**config.mk**
```make
export PLATFORM = sky130hd
export DESIGN_NAME = escaped_record_deframer_core_flat
export DESIGN_NICKNAME = d
export VERILOG_FILES = /design/src/sv/erd_pkg.sv /design/src/sv/erd_stream_if.sv /design/src/sv/erd_collect.sv /design/src/sv/escaped_record_deframer_core.sv /design/src/flat_wrapper.sv
export SDC_FILE = /design/constraint.sdc
export NUM_CORES = 1
export LEC_CHECK = 0
export ABC_AREA = 0
export BUFFER_PORTS_ARGS = -buffer_cell sky130_fd_sc_hd__buf_2
export CORE_UTILIZATION = 50
export CTS_BUF_LIST = sky130_fd_sc_hd__clkbuf_2
export CTS_CLUSTER_DIAMETER = 150
export DETAILED_ROUTE_END_ITERATION = 16
export MAX_ROUTING_LAYER = met4
export PLACE_DENSITY = 0.71
export SLEW_MARGIN = 10
export SYNTH_ARGS = -nofsm -noshare
export SYNTH_HDL_FRONTEND = slang
export SYNTH_HIERARCHICAL = 1
export SYNTH_SLANG_ARGS = --single-unit
export TNS_END_PERCENT = 100
```
**constraint.sdc**
```tcl
create_clock -name clk -period 13.7 [get_ports clk]
set_clock_uncertainty 0.05 [all_clocks]
set_input_delay 2.74 -clock clk [delete_from_list [all_inputs] [get_ports clk]]
set_output_delay 2.74 -clock clk [all_outputs]
set_load 0.005 [all_outputs]
```
**src/sv/erd_pkg.sv**
```systemverilog
// erd_pkg: shared types and constants for the escaped record deframer.
// No dependencies; imported by the collector and the top level.
package erd_pkg;

    localparam logic [7:0]  DELIM_BYTE = 8'h7E;
    localparam logic [7:0]  ESC_BYTE   = 8'h7D;
    localparam logic [7:0]  ESC_XOR    = 8'h20;
    localparam logic [15:0] IRQ_ID     = 16'hFFFF;
    localparam logic [15:0] IDLE_ID    = 16'h0000;
    // Position of the last data byte of a record (seven bytes, 0..6).
    localparam logic [2:0]  LAST_POS   = 3'd6;

    typedef struct packed {
        logic [15:0]        trans_id;
        logic [7:0]         operation;
        logic [15:0]        address;
        logic signed [15:0] value;
        logic               is_irq;
    } rec_t;

endpackage

```
**src/sv/erd_stream_if.sv**
```systemverilog
// Valid/ready channel interfaces for the deframer: raw byte in, record out.
// No dependencies.
interface erd_byte_if;
    logic       valid;
    logic       ready;
    logic [7:0] rx_byte;

    modport source (output valid, output rx_byte, input ready);
    modport sink   (input valid, input rx_byte, output ready);
endinterface

interface erd_rec_if;
    logic               valid;
    logic               ready;
    logic [15:0]        trans_id;
    logic [7:0]         operation;
    logic [15:0]        address;
    logic signed [15:0] value;
    logic               is_irq;

    modport source (output valid, output trans_id, output operation, output address,
                    output value, output is_irq, input ready);
    modport sink   (input valid, input trans_id, input operation, input address,
                    input value, input is_irq, output ready);
endinterface

```
**src/sv/erd_collect.sv**
```systemverilog
// erd_collect: escape removal and record assembly, one byte per step.
// Depends on erd_pkg.
module erd_collect (
    input  logic         clk,
    input  logic         rst_n,
    input  logic         step,
    input  logic [7:0]   rx_byte,
    output logic         rec_valid,
    output erd_pkg::rec_t rec
);
    import erd_pkg::*;

    logic        esc_reg,     esc_next;
    logic [2:0]  count_reg,   count_next;
    logic [47:0] partial_reg, partial_next;
    logic [7:0]  data_byte;
    logic [55:0] full_rec;
    logic [5:0]  bit_pos;

    always_comb
    begin
        data_byte    = esc_reg ? (rx_byte ^ ESC_XOR) : rx_byte;
        full_rec     = {data_byte, partial_reg};
        bit_pos      = {count_reg, 3'b000};
        esc_next     = esc_reg;
        count_next   = count_reg;
        partial_next = partial_reg;
        rec_valid    = 1'b0;

        rec.trans_id  = full_rec[15:0];
        rec.operation = full_rec[23:16];
        rec.address   = full_rec[39:24];
        rec.value     = full_rec[55:40];
        rec.is_irq    = (full_rec[15:0] == IRQ_ID);

        if (step)
        begin
            if (rx_byte == DELIM_BYTE)
            begin
                esc_next     = 1'b0;
                count_next   = '0;
                partial_next = '0;
            end
            else if (rx_byte == ESC_BYTE)
            begin
                esc_next = 1'b1;
            end
            else if (count_reg < LAST_POS)
            begin
                esc_next                  = 1'b0;
                partial_next[bit_pos +: 8] = data_byte;
                count_next                = count_reg + 3'd1;
            end
            else
            begin
                // Seventh data byte: record done, drop it if the id is idle.
                esc_next     = 1'b0;
                count_next   = '0;
                partial_next = '0;
                rec_valid    = (full_rec[15:0] != IDLE_ID);
            end
        end
    end

    always_ff @(posedge clk or negedge rst_n)
    begin
        if (!rst_n)
        begin
            esc_reg     <= 1'b0;
            count_reg   <= '0;
            partial_reg <= '0;
        end
        else
        begin
            esc_reg     <= esc_next;
            count_reg   <= count_next;
            partial_reg <= partial_next;
        end
    end

endmodule

```
**src/sv/escaped_record_deframer_core.sv**
```systemverilog
// escaped_record_deframer_core: top level of the byte-stuffed record deframer.
// Depends on erd_pkg, erd_stream_if (erd_byte_if, erd_rec_if) and erd_collect.
//
// Usage notes:
//   rx  : one raw serial byte per beat. 0x7E is a frame delimiter, 0x7D
//         escapes the next byte (stored XOR 0x20). Other bytes are data.
//   rec : one beat per completed 7-byte record (id, operation, address,
//         signed value, irq flag). Records with id zero are dropped;
//         id 0xFFFF comes out with is_irq set.
//   Path: a byte taken from rx sits in the input register until it is
//   decoded; a record it completes is registered, then valid on rec.
//   Throughput: one byte per cycle while rec drains. The input register, the
//   single-step collector and the result register form a two-stage path.
//   Stall: the collector only steps when the result register is empty or
//   being drained. While a record waits on rec with ready low, the byte in
//   the input register holds, whether or not it would complete a record,
//   and the collector state is frozen. An empty input register still takes
//   one more byte, then rx.ready stays low until rec drains.
//   No beat is lost or repeated.
//   Reset: rst_n (async, active low) empties both registers and clears the
//   escape flag, byte count and partial record.
module escaped_record_deframer_core (
    input  logic           clk,
    input  logic           rst_n,
    erd_byte_if.sink       rx,
    erd_rec_if.source      rec
);
    import erd_pkg::*;

    // Input register
    logic       in_valid_reg, in_valid_next;
    logic [7:0] in_byte_reg,  in_byte_next;

    // Result register
    logic       out_valid_reg, out_valid_next;
    rec_t       out_rec_reg,   out_rec_next;

    logic       res_free;
    logic       fire;
    logic       col_valid;
    rec_t       col_rec;

    // Result slot can take a new record when empty or being drained.
    assign res_free = !out_valid_reg || rec.ready;
    assign fire     = in_valid_reg && res_free;
    assign rx.ready = !in_valid_reg || fire;

    erd_collect u_collect (
        .clk       (clk),
        .rst_n     (rst_n),
        .step      (fire),
        .rx_byte   (in_byte_reg),
        .rec_valid (col_valid),
        .rec       (col_rec)
    );

    always_comb
    begin
        in_valid_next = in_valid_reg;
        in_byte_next  = in_byte_reg;
        if (rx.valid && rx.ready)
        begin
            in_valid_next = 1'b1;
            in_byte_next  = rx.rx_byte;
        end
        else if (fire)
        begin
            in_valid_next = 1'b0;
        end

        out_valid_next = out_valid_reg;
        out_rec_next   = out_rec_reg;
        if (fire && col_valid)
        begin
            out_valid_next = 1'b1;
            out_rec_next   = col_rec;
        end
        else if (rec.ready)
        begin
            out_valid_next = 1'b0;
        end
    end

    always_ff @(posedge clk or negedge rst_n)
    begin
        if (!rst_n)
        begin
            in_valid_reg  <= 1'b0;
            out_valid_reg <= 1'b0;
        end
        else
        begin
            in_valid_reg  <= in_valid_next;
            out_valid_reg <= out_valid_next;
        end
    end

    // Payload registers, no reset needed.
    always_ff @(posedge clk)
    begin
        in_byte_reg <= in_byte_next;
        out_rec_reg <= out_rec_next;
    end

    assign rec.valid     = out_valid_reg;
    assign rec.trans_id  = out_rec_reg.trans_id;
    assign rec.operation = out_rec_reg.operation;
    assign rec.address   = out_rec_reg.address;
    assign rec.value     = out_rec_reg.value;
    assign rec.is_irq    = out_rec_reg.is_irq;

    // A record shows up only right after a decode step.
    a_rec_after_step: assert property (@(posedge clk) disable iff (!rst_n)
        $rose(out_valid_reg) |-> $past(fire))
        else $error("record appeared without a decode step");

    // Idle-id records never reach the output.
    a_no_idle_id: assert property (@(posedge clk) disable iff (!rst_n)
        rec.valid |-> (rec.trans_id != IDLE_ID))
        else $error("record with idle id emitted");

    // Irq flag tracks the all-ones id.
    a_irq_flag: assert property (@(posedge clk) disable iff (!rst_n)
        rec.valid |-> (rec.is_irq == (rec.trans_id == IRQ_ID)))
        else $error("irq flag does not match id");

    // A held input byte is not dropped while the result slot is blocked.
    a_in_hold: assert property (@(posedge clk) disable iff (!rst_n)
        (in_valid_reg && !fire) |=> (in_valid_reg && $stable(in_byte_reg)))
        else $error("pending input byte lost");

endmodule
```
**src/flat_wrapper.sv**
```systemverilog
// flat-port wrapper written by rule: the top's interface ports become plain ports
module escaped_record_deframer_core_flat import erd_pkg::*;
  (clk, rst_n, rx_valid, rx_rx_byte, rx_ready, rec_valid, rec_trans_id, rec_operation, rec_address, rec_value, rec_is_irq, rec_ready);
  erd_byte_if rx_i ();
  erd_rec_if rec_i ();
  input  logic clk;
  input  logic rst_n;
  input wire logic [$bits(rx_i.valid)-1:0] rx_valid;
  input wire logic [$bits(rx_i.rx_byte)-1:0] rx_rx_byte;
  output wire logic [$bits(rx_i.ready)-1:0] rx_ready;
  output wire logic [$bits(rec_i.valid)-1:0] rec_valid;
  output wire logic [$bits(rec_i.trans_id)-1:0] rec_trans_id;
  output wire logic [$bits(rec_i.operation)-1:0] rec_operation;
  output wire logic [$bits(rec_i.address)-1:0] rec_address;
  output wire logic [$bits(rec_i.value)-1:0] rec_value;
  output wire logic [$bits(rec_i.is_irq)-1:0] rec_is_irq;
  input wire logic [$bits(rec_i.ready)-1:0] rec_ready;
  assign rx_i.valid = rx_valid;
  assign rx_i.rx_byte = rx_rx_byte;
  assign rx_ready = rx_i.ready;
  assign rec_valid = rec_i.valid;
  assign rec_trans_id = rec_i.trans_id;
  assign rec_operation = rec_i.operation;
  assign rec_address = rec_i.address;
  assign rec_value = rec_i.value;
  assign rec_is_irq = rec_i.is_irq;
  assign rec_i.ready = rec_ready;
  escaped_record_deframer_core u_core (.clk(clk), .rst_n(rst_n), .rx(rx_i), .rec(rec_i));
endmodule
```
# Word-level counts from Yosys, hierarchy flattened
# Index checks and enable logic that the tools add are counted.
dict set report totals {
  register_bits 119
  out_inout_bits 59
  word_cells 50
}
dict set report op_classes {
  add_sub_neg 2
  magnitude_cmp 1
  eq_ne 4
  shift 2
  n_mux 18
  bitwise_logic 1
  reduce_logical 11
}
# operator n
set ops {}
lappend ops {{$mux W48} 3}
lappend ops {{$bwmux W48} 1}
lappend ops {{$shift A8 B8 Y48 const A} 1}
lappend ops {{$shiftx A8 B8 Y48} 1}
lappend ops {{$eq A16 B16 Y1 const B} 1}
lappend ops {{$eq A8 B7 Y1 const B} 2}
lappend ops {{$reduce_bool A16 Y1} 1}
lappend ops {{$mux W1} 10}
lappend ops {{$mux W3} 3}
lappend ops {{$neg A6 Y8} 1}
lappend ops {{$mux W6} 1}
lappend ops {{$reduce_bool A2 Y1} 2}
lappend ops {{$add A3 B1 Y3 const B} 1}
lappend ops {{$logic_and A1 B1 Y1} 3}
lappend ops {{$lt A3 B3 Y1 const B} 1}
lappend ops {{$logic_not A1 Y1} 2}
lappend ops {{$logic_or A1 B1 Y1} 2}
lappend ops {{$ne A2 B2 Y1 const B} 1}
lappend ops {{$reduce_and A2 Y1} 1}
lappend ops {{$not A1 Y1} 1}

# Logic depth before layout (Yosys ltp)
# Gate-level depths: netlist (run 1).
dict set report depth {
  ltp_word 7
  depth_mapped 9
  depth_no_buf 7
}

# Cells and area by module
# The synthesis (run 1) kept the hierarchy.
# module n_inst cells_per_inst area_each_um2
set by_module_without_submodules {}
lappend by_module_without_submodules {erd_collect 1 264 2857.7}
lappend by_module_without_submodules {escaped_record_deframer_core 1 75 2063.2}

# Least setup slack after synthesis (run 1)
# No wires, ideal clock.
dict set report synth_timing {
  path_kind {input to register}
  from {input rec_ready}
  to {register u_core.out_rec_reg (netlist bit u_core/rec.address[0]), enable pin}
  setup_time_ns 0.479
  arrival_ns 6.348
  required_ns 13.171
  setup_slack_ns 6.824
  path_stages 7
  n_path_buf 1
  path_cell_list {nand2b_1 > and2_1 > clkbuf_1 > o31ai_1 > nor3_1 > nand2_1 > nor2b_1}
}
dict set report synth_via {
  elab_chain_cells 4
}
# element line
set synth_rtl {}
lappend synth_rtl {{start, declared} flat_wrapper.sv:17} ;# input wire logic [$bits(rec_i.ready)-1:0] rec_ready;
lappend synth_rtl {{$logic_or A1 B1 Y1} escaped_record_deframer_core.sv:44} ;# assign res_free = !out_valid_reg || rec.ready;
lappend synth_rtl {{$logic_and A1 B1 Y1} escaped_record_deframer_core.sv:45} ;# assign fire = in_valid_reg && res_free;
lappend synth_rtl {{via u_core.fire} escaped_record_deframer_core.sv:39} ;# logic fire;
lappend synth_rtl {{$mux W1} erd_collect.sv:36} ;# if (step)
lappend synth_rtl {{via u_core.col_valid} escaped_record_deframer_core.sv:40} ;# logic col_valid;
lappend synth_rtl {{$logic_and A1 B1 Y1} escaped_record_deframer_core.sv:73} ;# if (fire && col_valid)
lappend synth_rtl {{end signal, assigned} escaped_record_deframer_core.sv:102} ;# out_rec_reg <= out_rec_next;
lappend synth_rtl {{end, declared} escaped_record_deframer_core.sv:36} ;# rec_t out_rec_reg, out_rec_next;
# The timed path passes the listed nets, and every way through them passes these cells.
# A chain may end at the register's enable or synchronous reset.

# Worst setup path after layout (run 1)
dict set report layout_timing {
  from {input rec_ready}
  to {output rx_ready}
}
dict set report layout_via {
  elab_chain_cells 3
}
# element line
set layout_rtl {}
lappend layout_rtl {{$logic_or A1 B1 Y1} escaped_record_deframer_core.sv:44}
lappend layout_rtl {{$logic_and A1 B1 Y1} escaped_record_deframer_core.sv:45}
lappend layout_rtl {{$logic_or A1 B1 Y1} escaped_record_deframer_core.sv:46} ;# assign rx.ready = !in_valid_reg || fire;
lappend layout_rtl {{end, declared} flat_wrapper.sv:10} ;# output wire logic [$bits(rx_i.ready)-1:0] rx_ready;
# No other way between the ends.

==> results of run 1 <==
==> layout make-up <==
cell class / instances / area, um^2 / area share [%]
Clock buffer: 17 / 85.08 / 1.539
Timing Repair Buffer: 72 / 365.4 / 6.608
Tap cell: 129 / 161.4 / 2.919
Clock inverter: 15 / 155.1 / 2.806
Inverter: 13 / 48.80 / 0.8826
Sequential cell: 119 / 3303 / 59.74
Multi-Input combinational cell: 182 / 1410 / 25.50
==> power by group through the flow <==
stage / combinational [W] / clock, W / sequential, W
after global placement: 0.000261 / 0 / 0.000554
after floorplan: 0.000224 / 0 / 0.000527
after CTS: 0.000273 / 0.000223 / 0.000549
after detailed placement: 0.000272 / 0 / 0.000557
after global routing: 0.000304 / 0.000242 / 0.000562
final: 0.000277 / 0.000221 / 0.000550
==> cells in the final DEF (no fill, tap or decap), drive strengths merged, types with 2 or more instances in the layout <==
cell	count
nand3	6
a31oi	3
o21bai	2
o21ai	22
or2	2
and3	2
edfxtp	65
a32o	21
dfrtp	54
a21oi	4
nor2b	3
nor4b	2
a22o	8
a32oi	9
o211ai	2
a22oi	11
ha	7
xor2	3
nand4b	2
and4b	3
a21o	3
and2	6
clkinvlp	2
nand4	8
nor4	6
nor2	9
o22ai	2
clkbuf	17
clkinv	11
buf	72
nor3	3
nand2b	3
nand3b	3
o31ai	10
nand2	8
inv	13
bufinv	2
==> worst max-delay path by stage <==
stage	start	end	slack, ps
3_3_place_gp	rec_ready	rx_ready	7800
5_1_grt	rec_ready	rx_ready	7770
3_5_place_dp	rec_ready	rx_ready	7790
6_report	rec_ready	rx_ready	7790
4_1_cts	rec_ready	rx_ready	7790
2_1_floorplan	rec_ready	u_core/rec.address[0]	6820
==> kinds of logic (layout without fill, tap and decap cells) <==
family                   after synthesis  count (layout)  share of synthesized area, %
AO/OA/AOI/OAI                        102             102                         16.15
XOR/XNOR                               3               3                        0.5340
adder cells (fa/ha/maj)                7               7                         1.780
buffers and inverters                 38             117                         4.373
flip-flops                           119             119                         67.12
AND/OR/NAND/NOR                       70              70                         10.04
==> stage by stage <==
stage	hold WS (ps)	cells	power (W)
floorplan	368.6	339	0.0007513
global placement	384.1	515	0.0008142
finish	419.2	547	0.001048
detailed placement	383.8	515	0.0008293
CTS	419.8	547	0.001045
global route	436.5	547	0.001108
==> Yosys cell counts (all sizes together) (2+ instances only) <==
master	count
nand3	6
dfrtp	54
o21ai	22
edfxtp	65
nand2	8
inv	12
o211ai	2
clkbuf	10
ha	7
and2	6
xor2	3
nor2	9
o31ai	10
and3	2
a32oi	9
a32o	21
nand3b	3
a22o	8
nor2b	3
o21bai	2
a21o	3
buf	15
nand4b	2
o22ai	2
nand4	8
a31oi	3
and4b	3
a21oi	4
nor4	6
nor3	3
or2	2
a22oi	11
nor4b	2
nand2b	3
==> layer usage <==
layer  up-vias  GRT usage (%)  wire length [um]
met3        19          5.521               535
met5         -              -                 0
met4         0          10.37               233
met2       137          32.65              4840
met1      1635          30.23              4644
li1       1478              -                 -
==> critical path, cell delays in order <==
cell	delay, ps
sky130_fd_sc_hd__buf_2	100
sky130_fd_sc_hd__nand3b_4	150
sky130_fd_sc_hd__buf_2	130
==> results.md, run 1 <==
• **run status** finished, final reports clean
• **yosys synthesis warning count** 6
• **depth of the worst hold-timing path** 0
• **antenna violations before repair** 0
• **max-slew headroom at the worst pin** 50.70%
• **number of flops mapped to enable cells by yosys** 65
• **global-route wire length before repair** 16480 um
• **number of unique standard cell types used by synthesis** 59
• **share of the clock period used by the worst path** 43.16%
• **die area** 10240 um^2
• **HPWL after DPL** 6663 um
• **Worst EP arrival** 3120 ps
• **share of the synthesized area in the top cell type** 39.66%
• **number of max-slew violations in the final report** 0
• **Hold Crit Start** u_core/u_collect/partial_reg[17]
• **sum of negative setup slack** 0 ps
• **share of flip-flops with an asynchronous set or reset** 45.38%
• **most area-consuming cells after synthesis** sky130_fd_sc_hd__edfxtp_1 40%, sky130_fd_sc_hd__dfrtp_1 27%, sky130_fd_sc_hd__a32o_1 4.3%, sky130_fd_sc_hd__o21ai_0 2.0%, sky130_fd_sc_hd__ha_1 1.8%
• **quantity of hold-fixing buffers added after cts** 0
• **# Post-CTS Setup Buffers** 0
• **flip-flop count of the largest register after layout** 48
• **time the worst path needs with I/O delays and setup** 5913 ps
• **power density over the cells** 189.5 nW/um^2
• **1st-iter DRT viols** 223
• **worst slack after detailed placement** 7789 ps
• **launching point of the worst reg2reg path** u_core/in_byte_reg[7]
• **slack of the worst reg-to-reg path** 10790 ps
• **number of iterations in the first detailed-routing pass** 5
• **clock tree root driver cell** sky130_fd_sc_hd__clkbuf_2
• **proportion of total power due to net switching** 35.61%
• **number of buffers on the longest clock path** 2
• **cell area after layout** 5529 um^2
• **clk_lat worst skew** 640 ps
• **Req. time, crit path** 10910 ps
• **hold violation total from the final report** 0
• **flip-flop and latch count after synthesis** 119
• **antenna violation net count after detailed routing** 0
• **total of endpoints with negative setup slack in the final report** 0
• **initial core utilization** 52.51%
• **level count of the clock H-tree** 4
• **placed cell area** 5289 um^2
• **register clock-pin slew on the reported worst setup and hold paths** 170 ps
• **global route overflow** 0
• **I/O pin cnt** 71
• **LEAKAGE** 2.254 nW
• **Maximum Capacitance Violations** 0
• **Critical Path Start Type** primary input
• **clock network fraction of total power** 21.0%
• **sequential area share after synthesis** 67.12%
• **PnR worst setup slack** 7787 ps
• **Avg WL per Cell** 18.75 um
• **top cell type by total area after synthesis** sky130_fd_sc_hd__edfxtp_1
• **VDD IR-drop max** 0.08707 mV
• **reg2reg path depth** 7
• **share of total power in sequential cells** 52.5%
• **max frequency** 0.1691 GHz
• **total of buffers placed on input and output ports** 70
• **maximum number of pins on one net before global-route repair** 58
• **critical-path maximum fanout** 3
• **synthesized net count** 358
• **Worst Hold Endpoint** u_core/rec.operation[1]
• **Worst Tran Pin Value** 739.5 ps
• **Inserted Diodes** 0
• **vias after detailed routing** 3269
• **Via-to-Cell Ratio** 5.976
• **commonest register cell after synthesis** sky130_fd_sc_hd__edfxtp_1
• **CTS tree** built
• **count of standard-cell rows** 35
• **type of the worst min-delay path** flip-flop to flip-flop
• **Psw** 0.0003732 W
• **ratio of cells with drive above 1 in the final layout** 28.71%
• **combinational fraction of design power** 26.4%
• **type of destination of the critical path** output pin
• **Routed WL** 10250 um
• **weighted congestion reported at the end of routability-driven placement** 0.9109
• **post-synthesis average cell area** 14.52 um^2
• **post-layout net count** 424
• **Chip Width** 101.2 um
• **utilization after layout** 59.00%
• **number of inserted filler cells in the final layout** 789
• **layout overhead on the synthesized area** 12.36%
• **remaining routing DRC violations** 0
• **Critical Setup Path Class** primary input to output pin
• **cell area after synthesis** 4921 um^2
• **sink count of the clock tree** 119
• **area of the core region** 9371 um^2
• **FF-to-FF End** u_core/rec.value[6]
• **Pint** 0.0006748 W
• **TritonCTS buffer count** 17
• **global-route total usage across every layer** 22.56%
• **die height** 101.2 um
• **number of instances in the synthesized netlist** 339
• **cells resized by post-CTS repair** 0
• **number of global-route vias before repair** 3165
• **unrepaired setup endpoints after global routing** no
Note: power is estimated with default switching activity, not from simulation.
==> run 2, diff against run 1 <==
--- a/config.mk
+++ b/config.mk
@@ -12,7 +12,7 @@
 export CTS_CLUSTER_DIAMETER = 150
 export DETAILED_ROUTE_END_ITERATION = 16
 export MAX_ROUTING_LAYER = met4
-export PLACE_DENSITY = 0.71
+export PLACE_DENSITY = 0.74
 export SLEW_MARGIN = 10
 export SYNTH_ARGS = -nofsm -noshare
 export SYNTH_HDL_FRONTEND = slang
==> constraint.sdc (replaced) <==
create_clock -name clk -period 4.8 [get_ports clk]
set_clock_uncertainty 0.05 [all_clocks]
set_input_delay 0.96 -clock clk [delete_from_list [all_inputs] [get_ports clk]]
set_output_delay 0.96 -clock clk [all_outputs]
set_load 0.005 [all_outputs]
==> results.md, run 2 (same netlist as run 1, synthesis figures left out) <==
• **run status** finished, final reports clean
• **Worst EP arrival** 3320 ps, +200 ps
• **die height** 101.2 um, unchanged
• **flip-flop count of the largest register after layout** 48, unchanged
• **hold violation total from the final report** 0, unchanged
• **count of standard-cell rows** 35, unchanged
• **level count of the clock H-tree** 4, unchanged
• **quantity of hold-fixing buffers added after cts** 0, unchanged
• **max-slew headroom at the worst pin** 42.55%, -8.1 points
• **antenna violations before repair** 0, unchanged
• **vias after detailed routing** 3285, +0.49%
• **Critical Setup Path Class** flip-flop to flip-flop
• **time the worst path needs with I/O delays and setup** 3051 ps
• **area occupied by registers** 3303 um^2, unchanged
• **global route overflow** 0, unchanged
• **die area** 10240 um^2, unchanged
• **launching point of the worst reg2reg path** u_core/in_byte_reg[7]
• **grt met2 use** 35.32%, +2.7 points
• **Avg WL per Cell** 19.21 um, +2.5%
• **Critical Path Start** u_core/in_byte_reg[7]
• **max frequency** 0.3278 GHz
• **fin cells** 547, unchanged
• **number of global-route vias before repair** 3182, +0.54%
• **leading cell types in the layout, fill and taps excluded** 70 x sky130_fd_sc_hd__buf_2, 65 x sky130_fd_sc_hd__edfxtp_1, 54 x sky130_fd_sc_hd__dfrtp_1, 21 x sky130_fd_sc_hd__a32o_1, 20 x sky130_fd_sc_hd__o21ai_0
• **met3 global-route usage** 6.211%, +0.69 points
• **number of max-slew violations in the final report** 0, unchanged
• **sum of negative setup slack** 0 ps, unchanged
• **commonest non-fill, non-tap cell in the layout** sky130_fd_sc_hd__buf_2
• **cells resized by post-CTS repair** 0, unchanged
• **global-route wire length before repair** 16750 um, +1.7%
• **number of iterations in the first detailed-routing pass** 5, unchanged
• **power density over the cells** 552.2 nW/um^2, +190%
• **type of the worst min-delay path** primary input to asynchronous set/reset pin
• **maximum number of pins on one net before global-route repair** 55, -5.2%
• **clk_lat worst skew** 620 ps, -20 ps
• **type of destination of the critical path** flip-flop
• **number of buffers on the longest clock path** 2, unchanged
• **total area of multi-input combinational cells** 1410 um^2, unchanged
• **number of inserted filler cells in the final layout** 799, +1.3%
• **register clock-pin slew on the reported worst setup and hold paths** 180 ps, about the same
• **Maximum Capacitance Violations** 0, unchanged
• **area of the core region** 9371 um^2, unchanged
• **Req. time, crit path** 5070 ps, -5840 ps
• **layout overhead on the synthesized area** 13.25%
• **share of the clock period used by the worst path** 63.56%
• **critical-path maximum fanout** 29, +26
• **# Post-CTS Setup Buffers** 0, unchanged
• **CTS tree** built
• **Worst Tran Pin Value** 859.9 ps, +120.4 ps
• **LEAKAGE** 2.277 nW, +1.0%
• **utilization after layout** 59.47%, +0.47 points
• **total of buffers placed on input and output ports** 70, unchanged
• **initial core utilization** 52.51%, unchanged
• **antenna violation net count after detailed routing** 0, unchanged
• **Chip Width** 101.2 um, unchanged
• **remaining routing DRC violations** 0, unchanged
• **post-layout net count** 424, unchanged
• **GRT busiest layer** met2
• **Inserted Diodes** 0, unchanged
• **clock tree root driver cell** sky130_fd_sc_hd__clkbuf_2
• **Critical Path Start Type** flip-flop
• **Routed WL** 10510 um, +2.5%
• **unrepaired setup endpoints after global routing** no
• **sink count of the clock tree** 119, unchanged
• **global-route total usage across every layer** 23.27%, +0.71 points
• **ratio of cells with drive above 1 in the final layout** 28.71%, unchanged
• **1st-iter DRT viols** 268, +20%
• **Via-to-Cell Ratio** 6.005, +0.49%
• **I/O pin cnt** 71, unchanged
• **worst hold-check slack** 385.4 ps, -33.76 ps
• **total of endpoints with negative setup slack in the final report** 0, unchanged
• **TritonCTS buffer count** 17, unchanged
• **VDD IR-drop max** 0.2055 mV, +140%
• **HPWL after DPL** 6918 um, +3.8%
• **global-route met1 utilization** 29.58%, -0.65 points
• **weighted congestion reported at the end of routability-driven placement** 0.9254, +1.6%
• **Placed Cells** 515, unchanged
-- run 2: cell count changes in the layout (fill, tap and decap cells not counted) --
cell,before,now
sky130_fd_sc_hd__buf_4,2,1
sky130_fd_sc_hd__clkbuf_2,17,18
sky130_fd_sc_hd__clkinv_4,6,1
sky130_fd_sc_hd__buf_12,0,1
sky130_fd_sc_hd__bufinv_16,2,4
sky130_fd_sc_hd__clkinv_2,3,5
-- run 2: worst paths after layout --
| path | to | slack, ps | cells after the start |
|---|---|---|---|
| min in group clk | u_core/rec.value[1] | 410 | 0 |
| min reg2reg | u_core/rec.value[1] | 410 | 0 |
| min | u_core/u_collect/partial_reg[40] | 390 | 2 |
| max reg2reg | u_core/rec.trans_id[6] | 1750 | 7 |
| max in group asynchronous | u_core/u_collect/partial_reg[21] | 3830 | 2 |
| max | u_core/rec.trans_id[6] | 1750 | 7 |
-- run 2: area by class of cell --
class / instances / share of cell area, %
clock buffers: 18 / 1.617
clock inverters: 14 / 3.256
multi-input cells: 182 / 25.30
repair buffers: 72 / 6.780
flip-flops and latches: 119 / 59.27
well taps: 129 / 2.896
inverters: 13 / 0.8756
-- run 2: metal layers --
| layer | vias to the layer above | routed length (um) |
|---|---|---|
| li1 | 1475 | - |
| met1 | 1626 | 4365 |
| met2 | 165 | 5215 |
| met3 | 19 | 754 |
| met4 | 0 | 174 |
| met5 | - | 0 |
-- run 2: per-stage QoR --
stage | setup WS (ps) | area, um^2 | total power, W
floorplan | 803.9 | 4923 | 0.002143
global placement | 1319 | 5301 | 0.002328
detailed placement | 1143 | 5301 | 0.002384
CTS | 1737 | 5573 | 0.003080
global route | 1545 | 5573 | 0.003256
finish | 1749 | 5573 | 0.003077
-- run 2: power breakdown --
group	switching, W	internal [W]
Combinational	0.000479	0.000327
Clock	0.000358	0.000340
Sequential	0.000212	0.00136
Total	0.00105	0.00203
-- run 2: worst max-delay path, cell delays in order, from the launching register on --
cell,delay [ps]
sky130_fd_sc_hd__edfxtp_1,690
sky130_fd_sc_hd__and4b_1,370
sky130_fd_sc_hd__nand2_1,210
sky130_fd_sc_hd__nor2_1,110
sky130_fd_sc_hd__nor3_1,210
sky130_fd_sc_hd__nand2_1,130
sky130_fd_sc_hd__nor2b_4,690
sky130_fd_sc_hd__buf_12,270
==> run 3, diff against run 2 <==
--- a/config.mk
+++ b/config.mk
@@ -5,14 +5,14 @@
 export SDC_FILE = /design/constraint.sdc
 export NUM_CORES = 1
 export LEC_CHECK = 0
-export ABC_AREA = 0
+export ABC_AREA = 1
 export BUFFER_PORTS_ARGS = -buffer_cell sky130_fd_sc_hd__buf_2
 export CORE_UTILIZATION = 50
 export CTS_BUF_LIST = sky130_fd_sc_hd__clkbuf_2
 export CTS_CLUSTER_DIAMETER = 150
 export DETAILED_ROUTE_END_ITERATION = 16
 export MAX_ROUTING_LAYER = met4
-export PLACE_DENSITY = 0.74
+export PLACE_DENSITY = 0.71
 export SLEW_MARGIN = 10
 export SYNTH_ARGS = -nofsm -noshare
 export SYNTH_HDL_FRONTEND = slang
==> constraint.sdc (replaced) <==
create_clock -name clk -period 3.1 [get_ports clk]
set_clock_uncertainty 0.05 [all_clocks]
set_input_delay 0.62 -clock clk [delete_from_list [all_inputs] [get_ports clk]]
set_output_delay 0.62 -clock clk [all_outputs]
set_load 0.005 [all_outputs]
==> results.md, run 3 <==
• **run status** finished, final reports clean
• **HPWL after DPL** 6844 um, -1.1%
• **time the worst path needs with I/O delays and setup** 2405 ps, -646.2 ps
• **Avg WL per Cell** 14.69 um, -24%
• **utilization after layout** 60.33%, +0.87 points
• **most instantiated cells after synthesis** 135 x sky130_fd_sc_hd__nand2_1, 65 x sky130_fd_sc_hd__edfxtp_1, 54 x sky130_fd_sc_hd__dfrtp_1
• **total of buffers placed on input and output ports** 70, unchanged
• **Worst EP arrival** 2890 ps, -430 ps
• **die height** 101.3 um, about the same
• **level count of the clock H-tree** 4, unchanged
• **synthesized net count** 479, +34%
• **hold violation total from the final report** 0, unchanged
• **cell with the most instances after synthesis** sky130_fd_sc_hd__nand2_1
• **slack of the worst reg-to-reg path** 700 ps, -1050 ps
• **post-route total power** 0.004733 W, +54%
• **number of instances in the synthesized netlist** 460, +36%
• **worst slack after detailed placement** 722.0 ps, -421.0 ps
• **TritonCTS buffer count** 17, unchanged
• **type of the worst min-delay path** primary input to flip-flop
• **total of endpoints with negative setup slack in the final report** 0, unchanged
• **cell area after layout** 5654 um^2, +1.5%
• **reg2reg path depth** 9, +2
• **max-slew headroom at the worst pin** 51.72%, +9.2 points
• **global-route wire length before repair** 16330 um, -2.5%
• **1st-iter DRT viols** 157, -41%
• **clock tree root driver cell** sky130_fd_sc_hd__clkbuf_2
• **Adder-Cell Fraction of Synth Area** 1.778%, -0.0018 points
• **commonest register cell after synthesis** sky130_fd_sc_hd__edfxtp_1
• **LEAKAGE** 2.678 nW, +18%
• **post-synthesis average cell area** 10.71 um^2, -26%
• **number of buffers on the longest clock path** 2, unchanged
• **compound-cell area share of the yosys netlist** 1.803%, -14 points
• **number of unique standard cell types used by synthesis** 26, -56%
• **VDD IR-drop max** 0.4064 mV, +98%
• **clk_lat worst skew** 650 ps, +30 ps
• **number of inserted filler cells in the final layout** 823, +3.0%
• **count of standard-cell rows** 35, unchanged
• **most area-consuming cells after synthesis** sky130_fd_sc_hd__edfxtp_1 40%, sky130_fd_sc_hd__dfrtp_1 27%, sky130_fd_sc_hd__nand2_1 10%, sky130_fd_sc_hd__nand3_1 4.1%, sky130_fd_sc_hd__nor2_1 3.8%
• **flip-flop and latch count after synthesis** 119, unchanged
• **antenna violation net count after detailed routing** 0, unchanged
• **sink count of the clock tree** 119, unchanged
• **total area of multi-input combinational cells** 1366 um^2, -3.1%
• **Via-to-Cell Ratio** 5.029, -16%
• **layout overhead on the synthesized area** 14.78%
• **Critical Setup Path Class** flip-flop to flip-flop
• **Inserted Diodes** 0, unchanged
• **Hold Crit Start** rx_rx_byte[6]
• **power density over the cells** 837.1 nW/um^2, +52%
• **post-layout net count** 557, +31%
• **sequential area share after synthesis** 67.06%, -0.068 points
• **top cell type by total area after synthesis** sky130_fd_sc_hd__edfxtp_1
• **dominant combinational cell family by area after synthesis** simple AND/OR/NAND/NOR gates
• **number of max-slew violations in the final report** 0, unchanged
• **fraction of synthesized area in multiplexers** 0%, unchanged
• **CTS tree** built
• **global route overflow** 0, unchanged
• **area of the core region** 9371 um^2, unchanged
• **unrepaired setup endpoints after global routing** no
• **antenna violations before repair** 0, unchanged
• **share of flip-flops with an asynchronous set or reset** 45.38%, unchanged
• **Worst Hold Endpoint** u_core/in_byte_reg[6]
• **type of destination of the critical path** flip-flop
• **Maximum Capacitance Violations** 0, unchanged
• **flip-flop count of the largest register after layout** 48, unchanged
• **register clock-pin slew on the reported worst setup and hold paths** 180 ps, about the same
• **placed cell area** 5369 um^2, +1.3%
• **global-route total usage across every layer** 22.50%, -0.76 points
• **number of flops mapped to enable cells by yosys** 65, unchanged
• **remaining routing DRC violations** 0, unchanged
• **Chip Width** 101.3 um, about the same
• **weighted congestion reported at the end of routability-driven placement** 0.8993, -2.8%
• **commonest non-fill, non-tap cell in the layout** sky130_fd_sc_hd__nand2_1
• **Routed WL** 9987 um, -5.0%
• **I/O pin cnt** 71, unchanged
• **FF-to-FF End** u_core/u_collect/partial_reg[44]
• **Worst Tran Pin Value** 723.4 ps, -136.5 ps
• **xor-xnor portion of the synthesized cell area** 0.3556%, -0.18 points
• **vias after detailed routing** 3420, +4.1%
• **cell area after synthesis** 4926 um^2, +0.10%
• **simple-gate area share of the yosys netlist** 23.70%, +14 points
• **depth of the worst hold-timing path** 1
• **yosys synthesis warning count** 6, unchanged
• **sum of negative setup slack** 0 ps, unchanged
• **number of global-route vias before repair** 3307, +3.9%
• **Req. time, crit path** 3590 ps, -1480 ps
• **PnR worst setup slack** 695.2 ps, -1054 ps
• **share of the synthesized area in the top cell type** 39.62%, -0.040 points
• **number of iterations in the first detailed-routing pass** 5, unchanged
• **initial core utilization** 52.56%, +0.053 points
• **launching point of the worst reg2reg path** u_core/u_collect/count_reg[1]
• **share of the clock period used by the worst path** 77.58%, +14 points
• **ratio of cells with drive above 1 in the final layout** 24.32%, -4.4 points
• **leading cell types in the layout, fill and taps excluded** 135 x sky130_fd_sc_hd__nand2_1, 70 x sky130_fd_sc_hd__buf_2, 65 x sky130_fd_sc_hd__edfxtp_1, 54 x sky130_fd_sc_hd__dfrtp_1, 50 x sky130_fd_sc_hd__nor2_1
• **die area** 10250 um^2, about the same
• **critical-path maximum fanout** 9, -69%
• **area occupied by registers** 3303 um^2, unchanged
• **# Post-CTS Setup Buffers** 0, unchanged
• **max frequency** 0.4158 GHz, +27%
• **maximum number of pins on one net before global-route repair** 58, +5.5%
• **Critical Path Start Type** flip-flop
==> run 3: changes by cell type after synthesis, sizes merged, moves of 5 or more <==
cell and delta:
a22oi -11, a22o -8, nand3 +36, nand4 +7, o31ai -10, clkbuf -9
a32oi -9, nor4 -5, nor2 +48, a32o -21, nand2 +138, o21ai -9
inv +24, and2 -6
==> run 3: cell type report <==
class / count / area share [%]
Clock buffer: 19 / 1.682
Inverter: 36 / 2.434
Clock inverter: 13 / 3.187
Tap cell: 129 / 2.855
Sequential cell: 119 / 58.42
Timing Repair Buffer: 76 / 7.258
Multi-Input combinational cell: 288 / 24.16
==> run 3: worst max path at each step <==
| stage | startpoint | to | slack [ps] |
|---|---|---|---|
| after CTS | u_core/u_collect/count_reg[1] | u_core/u_collect/partial_reg[44] | 700 |
| after detailed placement | u_core/u_collect/count_reg[1] | u_core/u_collect/partial_reg[43] | 720 |
| after global routing | u_core/u_collect/count_reg[1] | u_core/u_collect/partial_reg[44] | 510 |
| after global placement | u_core/u_collect/count_reg[1] | u_core/u_collect/partial_reg[44] | 610 |
| final | u_core/u_collect/count_reg[1] | u_core/u_collect/partial_reg[44] | 700 |
| after floorplan | rec_ready | u_core/rec.address[0] | 470 |
==> run 3: critical path, stage by stage (launching register included) <==
cell                      delay [ps]
sky130_fd_sc_hd__dfrtp_1         510
sky130_fd_sc_hd__inv_1           120
sky130_fd_sc_hd__ha_1            220
sky130_fd_sc_hd__ha_1            420
sky130_fd_sc_hd__inv_2           120
sky130_fd_sc_hd__nand2_1          80
sky130_fd_sc_hd__a21oi_4         230
sky130_fd_sc_hd__nand3_1         280
sky130_fd_sc_hd__o21ai_1         220
sky130_fd_sc_hd__nor2_1           50
==> run 3: repair_timing <==
action / 4_1_cts / 5_1_grt
resized for setup: 0 / 0
hold endpoints to repair: 19 / 0
hold buffers: 1 / 0
==> run 3: logic make-up (layout without fill, tap and decap cells) <==
logic type / after synthesis / after routing
simple gates: 265 / 265
flops: 119 / 119
buf+inv: 53 / 144
compound gates: 14 / 14
fa+ha+maj: 7 / 7
xor+xnor: 2 / 2
==> run 3: power breakdown <==
part | switching, W | internal [W]
registers | 0.000208 | 0.00202
clock network | 0.000586 | 0.000534
logic | 0.000958 | 0.000426
==> run 3: per-layer routing <==
metal | track usage [%] | share of wire (%) | up-vias
met4 | 10.37 | 1.2 | 0
met2 | 34.85 | 50 | 95
met3 | 4.072 | 4.0 | 9
li1 | - | - | 1670
met5 | - | 0 | -
met1 | 28.99 | 45 | 1646
==> run 3: per-stage QoR <==
step	std cells	hold WS, ps
floorplan	460	274.4
global placement	647	382.6
detailed placement	647	380.5
CTS	680	46.13
global route	680	37.10
finish	680	92.29
